`config.mk`:
```
export PLATFORM = sky130hd
export DESIGN_NAME = spcw_setup
export DESIGN_NICKNAME = d
export VERILOG_FILES = /design/src/rtl/spcw_pkg.sv /design/src/rtl/spcw_setup.sv
export SDC_FILE = /design/constraint.sdc
export NUM_CORES = 2
export LEC_CHECK = 0
export ABC_AREA = 1
export BUFFER_PORTS_ARGS = -buffer_cell sky130_fd_sc_hd__buf_2
export CAP_MARGIN = 5
export CORE_ASPECT_RATIO = 2
export CORE_MARGIN = 4
export CORE_UTILIZATION = 59
export CTS_CLUSTER_DIAMETER = 150
export DETAILED_ROUTE_END_ITERATION = 10
export GPL_TIMING_DRIVEN = 0
export PLACE_DENSITY = 0.79
export SLEW_MARGIN = 30
export SYNTH_ARGS = -nofsm -noshare
export SYNTH_HDL_FRONTEND = slang
export SYNTH_SLANG_ARGS = --single-unit
```
`constraint.sdc`:
```
create_clock -name clk -period 7.9 [get_ports clk]
set_clock_uncertainty 0.2 [all_clocks]
set_input_delay 1.58 -clock clk [delete_from_list [all_inputs] [get_ports clk]]
set_output_delay 1.58 -clock clk [all_outputs]
set_load 0.02 [all_outputs]
```
`src/rtl/spcw_pkg.sv`:
```
`timescale 1ns / 1ps
// Shared constants, types and codes for the segment pair coordinate warp.
// Used by spcw_setup, spcw_div and the top level; depends on nothing.
package spcw_pkg;

  // Field and datapath sizes
  localparam int FIELD_W     = 12;
  localparam int COORD_BITS  = 12;
  localparam int FRAC_BITS   = 8;
  localparam int LEN_FRAC    = 8;
  localparam int OUT_W       = 21;
  localparam int NUM_REGS    = 8;
  localparam int REG_IDX_W   = $clog2(NUM_REGS);
  localparam int CFG_IDX_W   = 8;
  localparam int CFG_DATA_W  = 12;
  localparam int IN_TDATA_W  = ((2 * FIELD_W + 7) / 8) * 8;
  localparam int OUT_TDATA_W = ((2 * OUT_W + 7) / 8) * 8;

  // Segment deltas, squared lengths and products
  localparam int DELTA_W  = COORD_BITS + 1;
  localparam int PROD_W   = 2 * DELTA_W;
  localparam int SQ_W     = 2 * COORD_BITS + 1;
  localparam int MPROD_W  = SQ_W + COORD_BITS;

  // Length square root: operand carries 2*LEN_FRAC fraction bits
  localparam int SQIN_W   = SQ_W + 2 * LEN_FRAC;
  localparam int SQ_ITER  = (SQIN_W + 1) / 2;
  localparam int ROOT_W   = SQ_ITER;
  localparam int RES_W    = SQIN_W + 1;
  localparam int SQ_CNT_W = $clog2(SQ_ITER);
  localparam int DEN_W    = 2 * ROOT_W;

  // Pipelined divider
  localparam int NUM_W      = MPROD_W + FRAC_BITS + 2 * LEN_FRAC + 1;
  localparam int QUO_W      = 2 * COORD_BITS + FRAC_BITS + 2;
  localparam int DIV_STAGES = QUO_W;
  localparam int LANES      = 4;

  // Final sum and saturation bounds
  localparam int SUM_W = QUO_W + 3;
  localparam logic signed [SUM_W-1:0] SAT_HI = SUM_W'(2 ** (OUT_W - 1) - 1);
  localparam logic signed [SUM_W-1:0] SAT_LO = SUM_W'(-(2 ** (OUT_W - 1)));

  // Register indexes
  localparam int REG_BEFORE_START_X = 0;
  localparam int REG_BEFORE_START_Y = 1;
  localparam int REG_BEFORE_END_X   = 2;
  localparam int REG_BEFORE_END_Y   = 3;
  localparam int REG_AFTER_START_X  = 4;
  localparam int REG_AFTER_START_Y  = 5;
  localparam int REG_AFTER_END_X    = 6;
  localparam int REG_AFTER_END_Y    = 7;

  // Divider lanes: along-segment and across-segment terms for x and y
  localparam int LANE_X_ALONG  = 0;
  localparam int LANE_X_ACROSS = 1;
  localparam int LANE_Y_ALONG  = 2;
  localparam int LANE_Y_ACROSS = 3;

  typedef logic [LANES-1:0][NUM_W-1:0] num_lanes_t;
  typedef logic [LANES-1:0][QUO_W-1:0] quo_lanes_t;
  typedef logic [LANES-1:0][DEN_W-1:0] den_lanes_t;

  typedef struct packed {
    logic rd_neg;
    logic rn_neg;
  } side_t;

  typedef struct packed {
    logic             busy;
    logic             degenerate;
    logic [SQ_W-1:0]  len_sq_after;
    logic [DEN_W-1:0] den;
  } setup_stat_t;

  typedef enum logic [2:0] {
    SU_LOAD,
    SU_ROOT_A,
    SU_ROOT_B,
    SU_MUL,
    SU_DONE
  } setup_state_t;

endpackage

```
`src/rtl/spcw_setup.sv`:
```
`timescale 1ns / 1ps
// Per-configuration setup: squared segment lengths, their square roots
// and the across-term divisor. Depends on spcw_pkg.
module spcw_setup (
  input  logic                                clk,
  input  logic                                rst_n,
  input  logic                                start,
  input  logic signed [spcw_pkg::DELTA_W-1:0] adx,
  input  logic signed [spcw_pkg::DELTA_W-1:0] ady,
  input  logic signed [spcw_pkg::DELTA_W-1:0] bdx,
  input  logic signed [spcw_pkg::DELTA_W-1:0] bdy,
  output spcw_pkg::setup_stat_t               stat
);
  import spcw_pkg::*;

  localparam logic [SQIN_W-1:0] BIT_INIT = SQIN_W'(1) << (2 * (SQ_ITER - 1));

  setup_state_t state_r, state_nxt;

  logic [SQ_W-1:0]     la2_r, lb2_r;
  logic [SQ_W-1:0]     la2_nxt, lb2_nxt;
  logic [SQIN_W-1:0]   v_r, bit_r;
  logic [RES_W-1:0]    res_r;
  logic [SQ_CNT_W-1:0] cnt_r;
  logic [ROOT_W-1:0]   lena_r, lenb_r;
  logic [DEN_W-1:0]    den_r;

  logic signed [PROD_W-1:0] adx_sq, ady_sq, bdx_sq, bdy_sq;
  logic [RES_W-1:0]    trial;
  logic                take;
  logic [SQIN_W-1:0]   v_step;
  logic [RES_W-1:0]    res_step;

  logic load, step, last, mul, busy;

  // Squared lengths of both segments
  assign adx_sq  = adx * adx;
  assign ady_sq  = ady * ady;
  assign bdx_sq  = bdx * bdx;
  assign bdy_sq  = bdy * bdy;
  assign la2_nxt = SQ_W'(adx_sq + ady_sq);
  assign lb2_nxt = SQ_W'(bdx_sq + bdy_sq);

  // One square-root digit per cycle
  assign trial    = res_r + RES_W'(bit_r);
  assign take     = {1'b0, v_r} >= trial;
  assign v_step   = take ? SQIN_W'({1'b0, v_r} - trial) : v_r;
  assign res_step = take ? (res_r >> 1) + RES_W'(bit_r) : (res_r >> 1);

  // Next state
  always_comb begin
    state_nxt = state_r;
    if (start) begin
      state_nxt = SU_LOAD;
    end else begin
      unique case (state_r)
        SU_LOAD:   state_nxt = SU_ROOT_A;
        SU_ROOT_A: if (last) state_nxt = SU_ROOT_B;
        SU_ROOT_B: if (last) state_nxt = SU_MUL;
        SU_MUL:    state_nxt = SU_DONE;
        SU_DONE:   state_nxt = SU_DONE;
        default:   state_nxt = SU_LOAD;
      endcase
    end
  end

  // Sequencer outputs
  always_comb begin
    load = 1'b0;
    step = 1'b0;
    mul  = 1'b0;
    busy = 1'b1;
    last = (cnt_r == SQ_CNT_W'(SQ_ITER - 1));
    unique case (state_r)
      SU_LOAD:   load = 1'b1;
      SU_ROOT_A: step = 1'b1;
      SU_ROOT_B: step = 1'b1;
      SU_MUL:    mul  = 1'b1;
      SU_DONE:   busy = 1'b0;
      default:   load = 1'b1;
    endcase
  end

  always_ff @(posedge clk) begin
    if (!rst_n) begin
      state_r <= SU_LOAD;
    end else begin
      state_r <= state_nxt;
    end
  end

  // Load, iterate and capture the two roots, then form the divisor
  always_ff @(posedge clk) begin
    if (load) begin
      la2_r <= la2_nxt;
      lb2_r <= lb2_nxt;
      v_r   <= {la2_nxt, {(2 * LEN_FRAC){1'b0}}};
      res_r <= '0;
      bit_r <= BIT_INIT;
      cnt_r <= '0;
    end else if (step) begin
      if (last) begin
        if (state_r == SU_ROOT_A) begin
          lena_r <= res_step[ROOT_W-1:0];
        end else begin
          lenb_r <= res_step[ROOT_W-1:0];
        end
        v_r   <= {lb2_r, {(2 * LEN_FRAC){1'b0}}};
        res_r <= '0;
        bit_r <= BIT_INIT;
        cnt_r <= '0;
      end else begin
        v_r   <= v_step;
        res_r <= res_step;
        bit_r <= bit_r >> 2;
        cnt_r <= cnt_r + 1'b1;
      end
    end
    if (mul) begin
      den_r <= lena_r * lenb_r;
    end
  end

  assign stat.busy         = busy;
  assign stat.degenerate   = (la2_r == '0) || (lb2_r == '0);
  assign stat.len_sq_after = la2_r;
  assign stat.den          = den_r;

endmodule

```
==> reports/results.tsv <==
stage	metric	value	unit
setup_path	Crit path largest cell delay	0.63	ns
global_routing	global-route usage over all layers	39.5	%
synthesis	post-synthesis cell area	0.0541	mm2
clock_tree	CTS Buffer Depth	3	
setup_path	slowest stage cell on the critical path	fa_1	
timing	Slew HR	31.4	%
hold_path	hold path start	v_r[0]$_SDFFE_PP0P_	
setup_path	CP Launch Type	primary input	
timing	Final Hold Vio Count	0	
layout	fill count	8094	
timing	final worst path period share	98.1	%
clock_tree	htree depth	1	
routing	DRC errors left	0	
layout	most common cell after layout, fill and taps aside	inv_1	
routing	vias per cell	5.66	
routing	final WL	190000	um
timing	Fmax	129	MHz
layout	design area	0.0575	mm2
synthesis	Syn Nets	8240	
setup_path	arrival time at the worst endpoint	7.90	ns
clock_tree	Worst-path clk slew	0.07	ns
clock_tree	clk root buf	clkbuf_16	
hold_path	Hold EP	v_r[0]$_SDFFE_PP0P_	
synthesis	post-synthesis register bit count	246	
setup_path	Worst EP required	8.05	ns
routing	post-route ant nets	0	
global_routing	antenna violations before repair	12	
synthesis	Cells after Synth	6720	
clock_tree	CTS Buf Count	26	
layout	Area Overhead vs Synth	6.30	%
setup_path	FF-to-FF setup slack	0.18	ns
synthesis	top cell type's share of synthesized area	37.3	%
global_routing	vias in the first global route	50200	
routing	Detailed Routing Iterations Pass 1	6	
hold_path	Worst Hold Class	flip-flop to flip-flop	
routing	DR WL/cell	23.6	um
setup_path	R2R depth	22	
setup_path	WS Path Type	primary input to flip-flop	
global_routing	GRT overflow	0	
clock_tree	clk sink count	246	
placement	routability cong.	1.05	
global_routing	first-pass GRT wire length	284000	um
setup_path	Max FO, Critical Path	10	
timing	Setup violations, final	0	
floorplanning	Die W	222	um
synthesis	sequential fraction of the synthesis area	12.0	%
synthesis	dominant cell type by area after synthesis	fa_1	
floorplanning	die area	0.0969	mm2
synthesis	synthesized area per cell	8.05	um2
floorplanning	initial core utilization	59.6	%
timing	crit path time final	7.75	ns
run	max cap viols	0	
floorplanning	Die Span Y	436	um
placement	DP Wirelength	161000	um
routing	vias	45700	
floorplanning	placeable core region	0.0908	mm2
setup_path	Buf/Inv on CP	7	
layout	fraction of layout instances using a drive strength above 1	5.33	%
hold_path	Hold Path Stages	2	
setup_path	Worst path most repeated cell	fa_1	
outcome	status	complete, no violations	
layout	Final Util	63.4	%
synthesis	Cell variety after synth	54	
global_routing	largest net degree at the start of global routing	50	
timing	Final Max Slew Viols	0	
floorplanning	I/O pins	124	
placement	Setup WS pre-CTS	-1.18	ns
setup_path	Reg2Reg Capture Point	den_r[41]$_DFFE_PN_	
setup_path	R2R Path Start	lenb_r[18]$_DFFE_PP_	
synthesis	synth warn	0	
routing	Detailed Route Iter0 Violations	2787	
setup_path	crit end category	flip-flop	
placement	DP Area	0.0563	mm2
clock_tree	CTS tree	yes	
timing	slew at the pin closest to its max-slew limit	1.03	ns
placement	port bufs	121	
floorplanning	Site Rows	156	
synthesis	ranking of synthesized cells by area	fa_1 (37%), inv_1 (13%), ha_1 (11%)	
layout	Nets	8381	
timing	RSZ-0062 raised after global routing	true	
clock_tree	Clk Latency, worst-skew pair	0.61	ns
timing	setup ws final	0.151	ns
setup_path	Top Family by Delay on Critical Path	adder cells	
layout	most frequent cells in the layout	inv_1 (1,938), nand2_1 (1,425), fa_1 (999)	
[registers in the layout (all words and copies together) (netlist names)]
register and flops:
bit_r 21, cnt_r 5, den_r 42, la2_r 25, lb2_r 25, lena_r 21, lenb_r 21, res_r 42
state_r 3, v_r 41
[stage by stage]
step	instances	hold slack (ns)	setup TNS, ns
2_1_floorplan	6720	0.249	0
3_3_place_gp	8026	0.263	-22.73
3_5_place_dp	8028	0.273	-24.52
4_1_cts	8062	0.284	0
5_1_grt	8066	0.303	-0.158
6_report	8072	0.291	0
[per-layer routing]
layer / vias up / track usage (%) / wire [um]
met1: 22100 / 30.7 / 48300
li1: 20100 / - / -
met5: - / 0 / 49
met3: 1255 / 9.14 / 12000
met2: 2200 / 71.6 / 99300
met4: 8 / 47.4 / 30600
[logic make-up (layout without fill, tap and decap cells)]
logic type	count (synthesis)	in the layout	share of synthesized area, %
AOI/OAI and AO/OA	588	588	6.07
xor gates and xnor gates	217	217	3.54
adders and majority gates	1465	1465	47.9
buffers and inverters	2146	2307	15.0
DFF	246	246	12.0
other	1	7	0.00693
and+or+nand+nor	2057	2057	15.5
[synthesized netlist by cell type, drive strengths merged]
library cell / number
conb: 1
o21a: 11
a31oi: 24
nand2: 1450
nor3: 40
nor2: 256
o22ai: 3
o32ai: 2
and2: 12
o2111ai: 1
a211oi: 3
clkbuf: 175
o211ai: 16
o221ai: 6
a31o: 3
or2: 18
fa: 1009
a221oi: 2
xnor2: 86
nor4: 23
o311ai: 2
o21ai: 175
xor2: 130
buf: 23
a22oi: 2
nor3b: 3
ha: 456
clkinv: 4
xnor3: 1
o21bai: 28
inv: 1944
edfxtp: 159
a21oi: 272
dfxtp: 87
nand3b: 5
nand3: 208
o31ai: 5
and3: 7
a21o: 29
a21boi: 4
nand4: 35
[tightest hold or removal path: stages (launching register included)]
cell and delay [ns]:
dfxtp_1 0.30, inv_1 0.07, o22ai_1 0.07
[what timing repair did]
item / 4_1_cts / 5_1_grt
hold buffers: 0 / 0
gates resized for setup: 36 / 165
setup endpoints to repair: 26 / 35
pin swaps: 0 / 9
buffers inserted: 3 / 10
[layout make-up]
class | instances | area, um2 | share of cell area (%)
plain buffers | 174 | 853 | 1.48
clock buffers | 31 | 691 | 1.20
diodes | 6 | 15.0 | 0.0261
repair buffers | 137 | 782 | 1.36
well taps | 1185 | 1480 | 2.58
multi-input cells | 4328 | 39700 | 69.0
inverters | 1948 | 7320 | 12.7
clock inverters | 17 | 203 | 0.352
flip-flops and latches | 246 | 6520 | 11.3
[how the worst max path moves through the flow]
| stage | startpoint | end | slack (ns) | cells after the start |
|---|---|---|---|---|
| after floorplan | ady[12] | v_r[38]$_DFFE_PP_ | 0.18 | 22 |
| after global placement | adx[12] | v_r[40]$_DFFE_PP_ | -1.11 | 25 |
| after detailed placement | adx[12] | v_r[40]$_DFFE_PP_ | -1.18 | 25 |
| after CTS | bdx[9] | lb2_r[22]$_DFFE_PP_ | 0.01 | 21 |
| after global routing | adx[11] | v_r[38]$_DFFE_PP_ | -0.08 | 26 |
| final | ady[0] | v_r[38]$_DFFE_PP_ | 0.15 | 26 |
Power is left out: the tool's default activity adds up to more than one toggle a clock period on the data nets, which glitch-free logic cannot reach.
